File: src/rtl/core/dlci_pkg.sv
// Package for the edge rasterizer with color interpolation.
// Fixed field widths, action codes and payload types shared by the
// channel interfaces and the core. No dependencies.
package dlci_pkg;

    // Fixed widths of the configuration register and the result fields
    localparam int PITCH_W     = 13;
    localparam int PIX_ADDR_W  = 24;
    localparam int PIX_COLOR_W = 24;

    // Row pitch after reset
    localparam logic [PITCH_W-1:0] PITCH_RESET = 13'd1024;

    // Action codes of an input transaction
    localparam logic ACTION_LOAD = 1'b0;
    localparam logic ACTION_STEP = 1'b1;

    typedef logic [PITCH_W-1:0]     pitch_t;
    typedef logic [PIX_ADDR_W-1:0]  pix_addr_t;
    typedef logic [PIX_COLOR_W-1:0] pix_color_t;

endpackage

File: src/rtl/core/dlci_if.sv
// Channel interfaces of the edge rasterizer: configuration write,
// request (load or step) and pixel result.
// Depends on dlci_pkg.

interface dlci_cfg_if
    import dlci_pkg::*;
();
    logic   valid;
    logic   ready;
    pitch_t row_pitch;

    modport source (output valid, output row_pitch, input ready);
    modport sink   (input valid, input row_pitch, output ready);
endinterface

interface dlci_req_if #(
    parameter int COORD_BITS = 12,
    parameter int COLOR_BITS = 24
);
    logic                  valid;
    logic                  ready;
    logic                  action;
    logic [COORD_BITS-1:0] start_x;
    logic [COORD_BITS-1:0] start_y;
    logic [COLOR_BITS-1:0] start_color;
    logic [COORD_BITS-1:0] end_x;
    logic [COORD_BITS-1:0] end_y;
    logic [COLOR_BITS-1:0] end_color;

    modport source (output valid, output action, output start_x, output start_y,
                    output start_color, output end_x, output end_y, output end_color,
                    input ready);
    modport sink   (input valid, input action, input start_x, input start_y,
                    input start_color, input end_x, input end_y, input end_color,
                    output ready);
endinterface

interface dlci_rsp_if
    import dlci_pkg::*;
();
    logic       valid;
    logic       ready;
    logic       pixel_valid;
    pix_addr_t  pixel_address;
    pix_color_t pixel_color;
    logic       last_pixel;

    modport source (output valid, output pixel_valid, output pixel_address,
                    output pixel_color, output last_pixel, input ready);
    modport sink   (input valid, input pixel_valid, input pixel_address,
                    input pixel_color, input last_pixel, output ready);
endinterface

File: src/rtl/core/dda_line_color_interpolator_top.sv
// Edge rasterizer with linear color interpolation: top level and core.
// Depends on dlci_pkg and the channel interfaces in dlci_if.sv.
//
// A load transaction latches an edge, and its all-zero result goes from the
// emit state into the output register; a step while no edge is active
// does the same. A step on an active edge returns the next interior pixel:
// x, y and color each need one rounded division by the span count, and all
// three go through one shared restoring divider that retires one quotient
// bit per cycle, fed by one shared multiplier that also forms row_pitch*y.
// One transaction is in work at a time; the request side is ready only
// while the sequencer is idle, so a new request is taken in the cycle after
// the previous result is handed over. A result waiting in the output
// register does not hold off the next request, but that request's own
// result waits in the sequencer until the register frees, which adds every
// stalled cycle on rsp to its time.
// The row pitch may be written at any time the block is idle.
module dda_line_color_interpolator_top
    import dlci_pkg::*;
#(
    parameter int COORD_BITS = 12,
    parameter int COLOR_BITS = 24
) (
    input  logic      clk,
    input  logic      rst_n,
    dlci_cfg_if.sink  cfg,
    dlci_req_if.sink  req,
    dlci_rsp_if.source rsp
);

    localparam int CW   = COORD_BITS;
    localparam int KW   = COLOR_BITS;
    localparam int QW   = (KW > CW) ? KW : CW;
    localparam int MA   = (QW > PITCH_W) ? QW : PITCH_W;
    localparam int PW   = MA + CW;
    localparam int DW   = PW + 2;
    localparam int RW   = CW + 2;
    localparam int CNTW = $clog2(QW + 1);

    // Sequencer states
    localparam logic [2:0] S_IDLE  = 3'd0;
    localparam logic [2:0] S_MUL   = 3'd1;
    localparam logic [2:0] S_DINIT = 3'd2;
    localparam logic [2:0] S_DIV   = 3'd3;
    localparam logic [2:0] S_ADDR  = 3'd4;
    localparam logic [2:0] S_EMIT  = 3'd5;

    // Quantity under division
    localparam logic [1:0] PH_X = 2'd0;
    localparam logic [1:0] PH_Y = 2'd1;
    localparam logic [1:0] PH_C = 2'd2;

    logic [2:0]    state_reg, state_next;
    logic [1:0]    phase_reg;
    pitch_t        pitch_reg;

    // Edge state
    logic [CW-1:0] origin_x_reg, origin_y_reg;
    logic [KW-1:0] origin_color_reg;
    logic [CW-1:0] mag_x_reg, mag_y_reg;
    logic [KW-1:0] mag_c_reg;
    logic          neg_x_reg, neg_y_reg, neg_c_reg;
    logic [CW-1:0] span_reg;
    logic [CW-1:0] step_reg;
    logic          active_reg;

    // Per-transaction work registers
    logic          pix_flag_reg;
    logic          last_flag_reg;
    logic [PW-1:0] prod_reg;
    logic [RW-1:0] rem_reg;
    logic [QW-1:0] sh_reg;
    logic [CNTW-1:0] cnt_reg;
    logic [CW-1:0] x_res_reg, y_res_reg;
    logic [KW-1:0] c_res_reg;

    // Output register
    logic          out_valid_reg;
    logic          pixel_valid_reg;
    pix_addr_t     address_reg;
    pix_color_t    color_reg;
    logic          last_reg;

    // Handshakes
    logic req_go, out_go;
    assign req.ready = (state_reg == S_IDLE);
    assign cfg.ready = 1'b1;
    assign req_go    = req.valid && req.ready;
    assign out_go    = !out_valid_reg || rsp.ready;

    assign rsp.valid         = out_valid_reg;
    assign rsp.pixel_valid   = pixel_valid_reg;
    assign rsp.pixel_address = address_reg;
    assign rsp.pixel_color   = color_reg;
    assign rsp.last_pixel    = last_reg;

    // Edge setup from a load transaction
    logic          ld_neg_x, ld_neg_y, ld_neg_c;
    logic [CW-1:0] ld_mag_x, ld_mag_y, ld_span;
    logic [KW-1:0] ld_mag_c;
    always_comb
    begin
        ld_neg_x = req.end_x < req.start_x;
        ld_neg_y = req.end_y < req.start_y;
        ld_neg_c = req.end_color < req.start_color;
        ld_mag_x = ld_neg_x ? req.start_x - req.end_x : req.end_x - req.start_x;
        ld_mag_y = ld_neg_y ? req.start_y - req.end_y : req.end_y - req.start_y;
        ld_mag_c = ld_neg_c ? req.start_color - req.end_color
                            : req.end_color - req.start_color;
        ld_span  = (ld_mag_x > ld_mag_y) ? ld_mag_x : ld_mag_y;
    end

    // Last interior pixel when the next index reaches the span
    logic [CW:0] step_inc;
    assign step_inc = {1'b0, step_reg} + (CW+1)'(1);

    // Shared multiplier: |delta| * i during divisions, pitch * y for the address
    logic [MA-1:0] mul_a;
    logic [CW-1:0] mul_b;
    logic [PW-1:0] mul_p;
    logic          cur_neg;
    always_comb
    begin
        case (phase_reg)
            PH_X:    begin mul_a = MA'(mag_x_reg); cur_neg = neg_x_reg; end
            PH_Y:    begin mul_a = MA'(mag_y_reg); cur_neg = neg_y_reg; end
            default: begin mul_a = MA'(mag_c_reg); cur_neg = neg_c_reg; end
        endcase
        mul_b = step_reg;
        if (state_reg == S_ADDR)
        begin
            mul_a = MA'(pitch_reg);
            mul_b = y_res_reg;
        end
        mul_p = mul_a * mul_b;
    end

    // Rounded dividend 2*|q| + n, less one when rounding toward the smaller end
    logic [DW-1:0] dvd;
    logic [RW-1:0] div_w;
    logic [RW-1:0] trial;
    logic          trial_ge;
    always_comb
    begin
        dvd      = DW'({prod_reg, 1'b0}) + DW'(span_reg) - DW'(cur_neg);
        div_w    = RW'({span_reg, 1'b0});
        trial    = {rem_reg[RW-2:0], sh_reg[QW-1]};
        trial_ge = trial >= div_w;
    end

    // Sequencer
    always_comb
    begin
        state_next = state_reg;
        case (state_reg)
            S_IDLE:
            begin
                if (req_go)
                    state_next = (req.action == ACTION_STEP && active_reg) ? S_MUL : S_EMIT;
            end
            S_MUL:   state_next = S_DINIT;
            S_DINIT: state_next = S_DIV;
            S_DIV:
            begin
                if (cnt_reg == '0)
                    state_next = (phase_reg == PH_C) ? S_ADDR : S_MUL;
            end
            S_ADDR:  state_next = S_EMIT;
            S_EMIT:
            begin
                if (out_go)
                    state_next = S_IDLE;
            end
            default: state_next = S_IDLE;
        endcase
    end

    // Control and edge state
    always_ff @(posedge clk or negedge rst_n)
    begin
        if (!rst_n)
        begin
            state_reg        <= S_IDLE;
            phase_reg        <= PH_X;
            pitch_reg        <= PITCH_RESET;
            origin_x_reg     <= '0;
            origin_y_reg     <= '0;
            origin_color_reg <= '0;
            mag_x_reg        <= '0;
            mag_y_reg        <= '0;
            mag_c_reg        <= '0;
            neg_x_reg        <= 1'b0;
            neg_y_reg        <= 1'b0;
            neg_c_reg        <= 1'b0;
            span_reg         <= '0;
            step_reg         <= '0;
            active_reg       <= 1'b0;
            pix_flag_reg     <= 1'b0;
            last_flag_reg    <= 1'b0;
            cnt_reg          <= '0;
            out_valid_reg    <= 1'b0;
        end
        else
        begin
            state_reg <= state_next;

            // Take a new row pitch
            if (cfg.valid && cfg.ready)
                pitch_reg <= cfg.row_pitch;

            // Latch an edge or start a step
            if (req_go)
            begin
                pix_flag_reg  <= 1'b0;
                last_flag_reg <= step_inc == {1'b0, span_reg};
                phase_reg     <= PH_X;
                if (req.action == ACTION_LOAD)
                begin
                    origin_x_reg     <= req.start_x;
                    origin_y_reg     <= req.start_y;
                    origin_color_reg <= req.start_color;
                    mag_x_reg        <= ld_mag_x;
                    mag_y_reg        <= ld_mag_y;
                    mag_c_reg        <= ld_mag_c;
                    neg_x_reg        <= ld_neg_x;
                    neg_y_reg        <= ld_neg_y;
                    neg_c_reg        <= ld_neg_c;
                    span_reg         <= ld_span;
                    step_reg         <= CW'(1);
                    active_reg       <= ld_span >= CW'(2);
                end
                else if (active_reg)
                begin
                    pix_flag_reg <= 1'b1;
                end
            end

            // Load the bit counter for this division
            if (state_reg == S_DINIT)
                cnt_reg <= (phase_reg == PH_C) ? CNTW'(KW) : CNTW'(CW);

            // Count quotient bits, then advance to the next quantity
            if (state_reg == S_DIV)
            begin
                if (cnt_reg != '0)
                    cnt_reg <= cnt_reg - CNTW'(1);
                else if (phase_reg == PH_X)
                    phase_reg <= PH_Y;
                else if (phase_reg == PH_Y)
                    phase_reg <= PH_C;
            end

            // Hand the result to the output register and advance the edge
            if (state_reg == S_EMIT && out_go)
            begin
                out_valid_reg <= 1'b1;
                if (pix_flag_reg)
                begin
                    step_reg <= step_inc[CW-1:0];
                    if (last_flag_reg)
                        active_reg <= 1'b0;
                end
            end
            else if (out_valid_reg && rsp.ready)
            begin
                out_valid_reg <= 1'b0;
            end
        end
    end

    // Datapath
    always_ff @(posedge clk)
    begin
        if (state_reg == S_MUL || state_reg == S_ADDR)
            prod_reg <= mul_p;

        // Split the dividend: high part seeds the remainder, low part is shifted in
        if (state_reg == S_DINIT)
        begin
            if (phase_reg == PH_C)
            begin
                rem_reg <= RW'(dvd >> KW);
                sh_reg  <= QW'(dvd[KW-1:0]) << (QW - KW);
            end
            else
            begin
                rem_reg <= RW'(dvd >> CW);
                sh_reg  <= QW'(dvd[CW-1:0]) << (QW - CW);
            end
        end

        // One restoring step a cycle, then apply the rounded offset
        if (state_reg == S_DIV)
        begin
            if (cnt_reg != '0)
            begin
                rem_reg <= trial_ge ? trial - div_w : trial;
                sh_reg  <= {sh_reg[QW-2:0], trial_ge};
            end
            else
            begin
                case (phase_reg)
                    PH_X:
                        x_res_reg <= cur_neg ? origin_x_reg - sh_reg[CW-1:0]
                                             : origin_x_reg + sh_reg[CW-1:0];
                    PH_Y:
                        y_res_reg <= cur_neg ? origin_y_reg - sh_reg[CW-1:0]
                                             : origin_y_reg + sh_reg[CW-1:0];
                    default:
                        c_res_reg <= cur_neg ? origin_color_reg - sh_reg[KW-1:0]
                                             : origin_color_reg + sh_reg[KW-1:0];
                endcase
            end
        end

        // Output payload
        if (state_reg == S_EMIT && out_go)
        begin
            pixel_valid_reg <= pix_flag_reg;
            last_reg        <= pix_flag_reg && last_flag_reg;
            address_reg     <= pix_flag_reg
                             ? PIX_ADDR_W'(prod_reg) + PIX_ADDR_W'(x_res_reg)
                             : '0;
            color_reg       <= pix_flag_reg ? PIX_COLOR_W'(c_res_reg) : '0;
        end
    end

    // An active edge always has interior pixels left
    a_active_span: assert property (@(posedge clk) disable iff (!rst_n)
        active_reg |-> (span_reg >= CW'(2)) && (step_reg < span_reg))
        else $error("active edge with no interior pixel left");

    // The partial remainder stays below the divisor
    a_rem_bound: assert property (@(posedge clk) disable iff (!rst_n)
        (state_reg == S_DIV) |-> (rem_reg < div_w))
        else $error("divider remainder out of range");

    // Emitting the final pixel retires the edge
    a_last_retire: assert property (@(posedge clk) disable iff (!rst_n)
        (state_reg == S_EMIT && out_go && pix_flag_reg && last_flag_reg) |=> !active_reg)
        else $error("edge still active after its last pixel");

    // A step result is produced only for an edge that was active
    a_pix_active: assert property (@(posedge clk) disable iff (!rst_n)
        (state_reg == S_MUL) |-> (active_reg && pix_flag_reg))
        else $error("pixel computation without an active edge");

endmodule

File: src/flat_wrapper.sv
// flat-port wrapper written by rule: the top's interface ports become plain ports
module dda_line_color_interpolator_top_flat import dlci_pkg::*;
#(
    parameter int COORD_BITS = 12,
    parameter int COLOR_BITS = 24
)
  (clk, rst_n, cfg_valid, cfg_row_pitch, cfg_ready, req_valid, req_action, req_start_x, req_start_y, req_start_color, req_end_x, req_end_y, req_end_color, req_ready, rsp_valid, rsp_pixel_valid, rsp_pixel_address, rsp_pixel_color, rsp_last_pixel, rsp_ready);
  dlci_cfg_if cfg_i ();
  dlci_req_if #(.COORD_BITS(COORD_BITS), .COLOR_BITS(COLOR_BITS)) req_i ();
  dlci_rsp_if rsp_i ();
  input  logic clk;
  input  logic rst_n;
  input wire logic [$bits(cfg_i.valid)-1:0] cfg_valid;
  input wire logic [$bits(cfg_i.row_pitch)-1:0] cfg_row_pitch;
  output wire logic [$bits(cfg_i.ready)-1:0] cfg_ready;
  input wire logic [$bits(req_i.valid)-1:0] req_valid;
  input wire logic [$bits(req_i.action)-1:0] req_action;
  input wire logic [$bits(req_i.start_x)-1:0] req_start_x;
  input wire logic [$bits(req_i.start_y)-1:0] req_start_y;
  input wire logic [$bits(req_i.start_color)-1:0] req_start_color;
  input wire logic [$bits(req_i.end_x)-1:0] req_end_x;
  input wire logic [$bits(req_i.end_y)-1:0] req_end_y;
  input wire logic [$bits(req_i.end_color)-1:0] req_end_color;
  output wire logic [$bits(req_i.ready)-1:0] req_ready;
  output wire logic [$bits(rsp_i.valid)-1:0] rsp_valid;
  output wire logic [$bits(rsp_i.pixel_valid)-1:0] rsp_pixel_valid;
  output wire logic [$bits(rsp_i.pixel_address)-1:0] rsp_pixel_address;
  output wire logic [$bits(rsp_i.pixel_color)-1:0] rsp_pixel_color;
  output wire logic [$bits(rsp_i.last_pixel)-1:0] rsp_last_pixel;
  input wire logic [$bits(rsp_i.ready)-1:0] rsp_ready;
  assign cfg_i.valid = cfg_valid;
  assign cfg_i.row_pitch = cfg_row_pitch;
  assign cfg_ready = cfg_i.ready;
  assign req_i.valid = req_valid;
  assign req_i.action = req_action;
  assign req_i.start_x = req_start_x;
  assign req_i.start_y = req_start_y;
  assign req_i.start_color = req_start_color;
  assign req_i.end_x = req_end_x;
  assign req_i.end_y = req_end_y;
  assign req_i.end_color = req_end_color;
  assign req_ready = req_i.ready;
  assign rsp_valid = rsp_i.valid;
  assign rsp_pixel_valid = rsp_i.pixel_valid;
  assign rsp_pixel_address = rsp_i.pixel_address;
  assign rsp_pixel_color = rsp_i.pixel_color;
  assign rsp_last_pixel = rsp_i.last_pixel;
  assign rsp_i.ready = rsp_ready;
  dda_line_color_interpolator_top #(.COORD_BITS(COORD_BITS), .COLOR_BITS(COLOR_BITS)) u_core (.clk(clk), .rst_n(rst_n), .cfg(cfg_i), .req(req_i), .rsp(rsp_i));
endmodule
File: config.mk
export PLATFORM = sky130hd
export DESIGN_NAME = dda_line_color_interpolator_top_flat
export DESIGN_NICKNAME = d
export VERILOG_FILES = /design/src/rtl/core/dlci_pkg.sv /design/src/rtl/core/dlci_if.sv /design/src/rtl/core/dda_line_color_interpolator_top.sv /design/src/flat_wrapper.sv
export SDC_FILE = /design/constraint.sdc
export NUM_CORES = 2
export LEC_CHECK = 0
export BUFFER_PORTS_ARGS = -buffer_cell sky130_fd_sc_hd__buf_4
export CAP_MARGIN = 15
export CORE_MARGIN = 4
export CORE_UTILIZATION = 45
export DETAILED_ROUTE_END_ITERATION = 10
export PLACE_DENSITY = 0.73
export SLEW_MARGIN = 25
export SYNTH_ARGS = -nofsm -noshare
export SYNTH_HDL_FRONTEND = slang
export SYNTH_SLANG_ARGS = --single-unit
export TNS_END_PERCENT = 5
File: constraint.sdc
create_clock -name clk -period 10.3 [get_ports clk]
set_input_delay 2.575 -clock clk [delete_from_list [all_inputs] [get_ports clk]]
set_output_delay 2.575 -clock clk [all_outputs]
set_load 0.05 [all_outputs]
==> Word level (Yosys, flattened, before mapping) <==
Cells that the tools add are included.
{ "classes": {"mul": 1, "n_addsub": 18, "eq_ne": 11, "mux": 48, "bitwise_logic": 3, "reduce_logical": 19, "order_cmp": 6} }
{ "op_table": {"columns": ["cell", "n"], "rows": [
  ["24-bit two-way mux", 7],
  ["12-bit two-way mux", 10],
  ["12-bit subtractor", 6],
  ["24-bit subtractor", 3],
  ["14-bit two-way mux", 5],
  ["24-bit case mux with 2 select lines", 1],
  ["37-bit by 12-bit adder with 38-bit output", 1],
  ["38-bit by 1-bit subtractor with 38-bit output", 1],
  ["24-bit by 12-bit multiplier with 36-bit output", 1],
  ["12-bit adder", 2],
  ["24-bit by 12-bit adder with 24-bit output", 1],
  ["24-bit adder", 1],
  ["12-bit < comparator", 2],
  ["24-bit < comparator", 1],
  ["5-bit two-way mux", 4],
  ["3-bit case mux with 6 select lines", 1],
  ["3-bit two-way mux", 5],
  ["14-bit by 13-bit greater-or-equal comparator with 1-bit output", 1],
  ["14-bit by 13-bit subtractor with 14-bit output", 1],
  ["12-bit by 1-bit adder with 13-bit output (second input constant)", 1],
  ["13-bit by 12-bit == test with 1-bit output", 1],
  ["12-bit by 2-bit greater-or-equal comparator with 1-bit output (second input constant)", 1],
  ["12-bit > comparator", 1],
  ["3-bit AND reduction", 4],
  ["22 further kinds", 44]
]} }
{ "word_totals": {"elab_cells": 135, "regBits": 322, "input_bits": 115} }

==> Longest topological paths before layout <==
{ "logic_depth": {"depth_word": 10, "mapped_depth": 31} }

==> Least setup slack after synthesis <==
Ideal clock, no wire load.
{ "synth_timing": {"path_kind": "flip-flop to flip-flop", "startpoint": "register u_core.state_reg[0]", "endpoint": "register u_core.prod_reg[35] (data pin)", "path_stages_with_launch": 30, "setup_time_ps": 260, "t_arrival_ps": 6881, "period_less_slack_ps": 7141, "required_time_ps": 10040, "path_slack_ps": 3159, "path_buffers": 5, "cell_sequence": "dfrtp_1 > clkbuf_1 > nor2_1 > and2_1 > clkbuf_1 > buf_2 > buf_1 > mux2i_1 > nor2_1 > fa_1 > inv_1 > fa_1 > inv_1 > fa_1 > fa_1 > inv_1 > fa_1 > inv_1 > ha_1 > clkbuf_1 > nand2_1 > a2111oi_2 > o21ai_0 > a21oi_1 > o31ai_1 > a21oi_1 > a41oi_1 > o2111ai_1 > a21oi_1 > xnor2_1"} }
{ "synth_via": {"elab_chain_cells": 3, "elab_cells_between_ends": 4, "classes_between": "1 x mul; 1 x eq/ne; 2 x mux"} }
{ "synth_rtl": {"columns": ["element", "line", "rtl"], "rows": [
  ["start, declared", "dda_line_color_interpolator_top.sv:52", "logic [2:0] state_reg, state_next;"],
  ["start signal, assigned", "dda_line_color_interpolator_top.sv:204", "state_reg <= state_next;"],
  ["3-bit == test (*)", "dda_line_color_interpolator_top.sv:129", "if (state_reg == S_ADDR)"],
  ["24-bit two-way mux / 12-bit two-way mux (equally long branches)", "dda_line_color_interpolator_top.sv:129", null],
  ["24-bit by 12-bit multiplier with 36-bit output (*)", "dda_line_color_interpolator_top.sv:134", "mul_p = mul_a * mul_b;"],
  ["net u_core.mul_p[35]", "dda_line_color_interpolator_top.sv:119", "logic [PW-1:0] mul_p;"],
  ["end signal, assigned", "dda_line_color_interpolator_top.sv:274", "prod_reg <= mul_p;"],
  ["end, declared", "dda_line_color_interpolator_top.sv:69", "logic [PW-1:0] prod_reg;"]
]} }
The timed path passes the listed nets; every way through them passes the cells marked *.
A chain may end at the register's enable or synchronous reset.

==> Worst setup path after layout <==
Ends and elaborated chain as after synthesis.

==> results.py <==
metrics = {
    "sta": {
        "fin_setup_tns_ns": 0,
        "min_period_over_period_pct": 78.19,
        "fin_crit_ns": 8.053,
        "worst_pin_slew_ns": 1.003,
        "setup_violations": 0,
        "hold_violations": 0,
        "rsz0062_at_grt": "no",
        "skew_ns": 0.04610,
        "maxSlewHeadroom_pct": 31.21,
        "max_freq_mhz": 124.2,
        "fin_ws_ns": 2.247,
        "slew_viol_final": 0,
    },
    "setup_path": {
        "crit_type": "flip-flop to flip-flop",
        "cp_common_cell": "fa_1",
        "crit_path_end_kind": "flip-flop",
        "start_kind": "flip-flop",
        "path_cells": "nor2_1, nand2_1, nand2_1, nand2_1, nand2_1, fa_1, fa_1, inv_1, fa_1, fa_1, inv_1, fa_1, inv_1, ha_1, a21oi_1, o211ai_1, o21ai_0, a21oi_1, o31ai_1, a21oi_1, a41oi_1, o2111ai_1, a21oi_1, xnor2_1",
        "crit_path_max_incr_delay_ns": 0.64,
        "r2r_start": "u_core.state_reg[0]$_DFFE_PN0P_",
        "crit_path_top_delay_cell": "nand2_1",
        "rr_endpoint": "u_core.prod_reg[35]$_DFFE_PP_",
        "cp.required_ns": 10.61,
        "reg2reg_depth": 24,
        "crit_family": "adder cells",
        "rrSetupSlack_ns": 2.25,
        "arrival_ns": 8.36,
        "path_buf_inv": 3,
        "crit_fanout": 31,
    },
    "placed_design": {
        "portBuffers": 166,
        "place_inst": 4767,
        "hpwl_microns": 75310,
        "dpl_worst_slack_ns": 2.240,
        "place_area_sq_um": 34570,
        "place.gp.congestion": 0.9617,
    },
    "yosys": {
        "synth-seq-cells": 321,
        "async_flop_share_pct": 46.73,
        "yosysTopAreaCell": "fa_1",
        "syn-instance-count": 3785,
        "ys_seq_area_share_pct": 26.12,
        "yosysTopAreaCellShare_pct": 14.24,
        "synth.cell_area_sq_um": 32610,
        "synth_edf_count": 134,
        "syn_nets": 4440,
        "synth.area.top_cells": "fa_1 (14%), edfxtp_1 (12%), ha_1 (12%), dfrtp_1 (11%), nand2_1 (6.4%)",
        "synthFlopType": "dfrtp_1",
        "synth.distinct_cells": 103,
        "yosys_warnings": 0,
        "syn_avg_cell_area_sq_um": 8.616,
    },
    "cells_and_area": {
        "final_area_sq_um": 35980,
        "areaGrowthSynthToFinish_pct": 10.34,
        "drive_gt1_share_pct": 8.533,
        "final_cell_mix": "nand2_1 (556), inv_1 (507), ha_1 (308)",
        "layout_commonest_cell": "nand2_1",
        "fin_nets": 4514,
        "largest_reg_flops": 36,
        "fin_cells": 4841,
        "diodes": 0,
        "fill_cells": 6764,
    },
    "run": {
        "maxCapViolations": 0,
    },
    "pwr": {
        "leakagePower_nw": 17.05,
        "seqPwrFrac_pct": 24.8,
        "combPwrFrac_pct": 59.7,
        "ir_worst_vdd_mv": 0.2144,
        "p_sw_w": 0.004671,
        "powerDensity_nw_per_um2": 269.6,
        "clock_power_share_pct": 15.5,
        "swShare_pct": 48.15,
        "internal_power_w": 0.005029,
    },
    "floorplan": {
        "coreArea_sq_um": 71610,
        "die_h_microns": 277.2,
        "die_area_sq_um": 76840,
        "start_util_pct": 45.54,
        "fp-row-count": 98,
        "dieWidth_microns": 277.2,
        "io_pins": 168,
    },
    "drt": {
        "wl_per_cell_microns": 19.41,
        "drc_errors": 0,
        "first_iter_violations": 2175,
        "routed_wl_microns": 93950,
        "vias": 26900,
        "firstDrtPassIters": 6,
        "via_per_inst": 5.557,
        "final_antenna_net_count": 0,
    },
    "clock_network": {
        "cts.path.max_buffers": 3,
        "clock_sinks": 321,
        "htree_levels": 2,
        "postCtsResizedCells": 0,
        "cts_tree": "done",
        "cts_root_buf": "clkbuf_16",
        "cts_hold_buf": 0,
        "clkLatencyLatePin_ns": 0.61,
        "path_clk_slew_ns": 0.06,
        "cts_inserted_buffers": 40,
        "postCtsSetupBuffers": 0,
    },
    "worst_hold_path": {
        "min_to": "u_core.mag_x_reg[5]$_DFFE_PN0P_",
        "min_from": "u_core.mag_x_reg[5]$_DFFE_PN0P_",
        "min_path_cells": 2,
        "hold_class": "flip-flop to flip-flop",
    },
    "global_route": {
        "grt_pass1_vias": 26230,
        "antenna_found_initial": 2,
        "grt_pass1_wl_microns": 147300,
        "grtUsageTotal_pct": 24.05,
        "grt_max_degree": 107,
        "grt_overflow": 0,
    },
    "status": {
        "outcome": "completed",
    },
}
==> cell families after synthesis <==
logic type / synth area share (%)
adders and majority gates: 26.06
DFF: 26.12
muxes: 2.732
AOI/OAI and AO/OA: 16.10
buffers and inverters: 7.996
other: 0.01150
xor gates and xnor gates: 5.049
and+or+nand+nor: 15.93
==> worst max path at each step <==
stage                                          from                       endpoint  slack (ns)  cells after the start
detailed placement  u_core.state_reg[0]$_DFFE_PN0P_  u_core.prod_reg[35]$_DFFE_PP_        2.24                     24
global placement    u_core.state_reg[0]$_DFFE_PN0P_  u_core.prod_reg[35]$_DFFE_PP_        2.39                     24
CTS                 u_core.state_reg[0]$_DFFE_PN0P_  u_core.prod_reg[35]$_DFFE_PP_        2.26                     24
floorplan           u_core.state_reg[0]$_DFFE_PN0P_  u_core.prod_reg[35]$_DFFE_PP_        3.16                     29
global route        u_core.state_reg[0]$_DFFE_PN0P_  u_core.prod_reg[35]$_DFFE_PP_        1.67                     24
finish              u_core.state_reg[0]$_DFFE_PN0P_  u_core.prod_reg[35]$_DFFE_PP_        2.25                     24
==> synthesized netlist by cell type, types with 6 or more instances <==
master / count
nor3b_1: 7
dfrtp_1: 149
o22ai_1: 9
o21bai_1: 22
nand4_1: 21
a311oi_1: 6
nor4_1: 6
o41ai_1: 9
ha_1: 308
or3_1: 21
xnor2_1: 134
and3_1: 31
nand2b_1: 28
clkbuf_1: 119
nor2b_1: 48
nor2_1: 227
buf_2: 15
nand2_1: 556
mux2i_1: 59
mux2_2: 24
o21a_1: 25
inv_1: 507
edfxtp_1: 134
a21boi_0: 17
a31oi_1: 22
o31ai_1: 16
a211oi_1: 17
fa_1: 232
nor3_1: 49
xor2_1: 54
a21oi_1: 207
o21ai_0: 257
and2_1: 90
o21ai_1: 16
buf_1: 13
a22oi_1: 11
a21oi_2: 10
nand3_1: 47
o211ai_1: 31
dfxtp_1: 37
o31a_1: 6
a21o_1: 65
==> through the flow <==
stage               util [%]  hold WS, ns  power [W]
finish                 50.25       0.4760   0.009699
global route           50.25       0.4966    0.01041
CTS                    50.25       0.4760   0.009628
detailed placement     48.28       0.4626   0.008075
global placement       48.28       0.4546   0.008000
floorplan                  -       0.4366   0.006355
==> routing by layer <==
layer	track usage [%]	up-vias	wire, microns
met5	0	-	20
met4	5.304	2	2097
met3	4.392	111	7714
met2	38.86	920	42730
met1	33.87	13090	41390
li1	-	12780	-
==> power by group through the flow <==
stage               combinational, W  sequential (W)  clock, W
CTS                          0.00572         0.00238   0.00153
floorplan                    0.00416         0.00220         0
finish                       0.00579         0.00240   0.00151
global placement             0.00560         0.00239         0
global route                 0.00640         0.00243   0.00159
detailed placement           0.00568         0.00240         0
==> worst min-delay path, stage by stage, from the launching register on <==
cell and delay (ns):
dfrtp_1 0.34, nand2_1 0.05, nand2_1 0.06
==> cell type report <==
cell class / count / area [sq um] / area share [%]
inverters: 509 / 1911 / 5.310
clock buffers: 49 / 1065 / 2.959
well taps: 950 / 1189 / 3.303
multi-input cells: 2796 / 21510 / 59.79
clock inverters: 25 / 347.8 / 0.9667
flip-flops and latches: 321 / 8519 / 23.68
repair buffers: 191 / 1438 / 3.995
No activity file was read; power rests on OpenSTA's default activity.
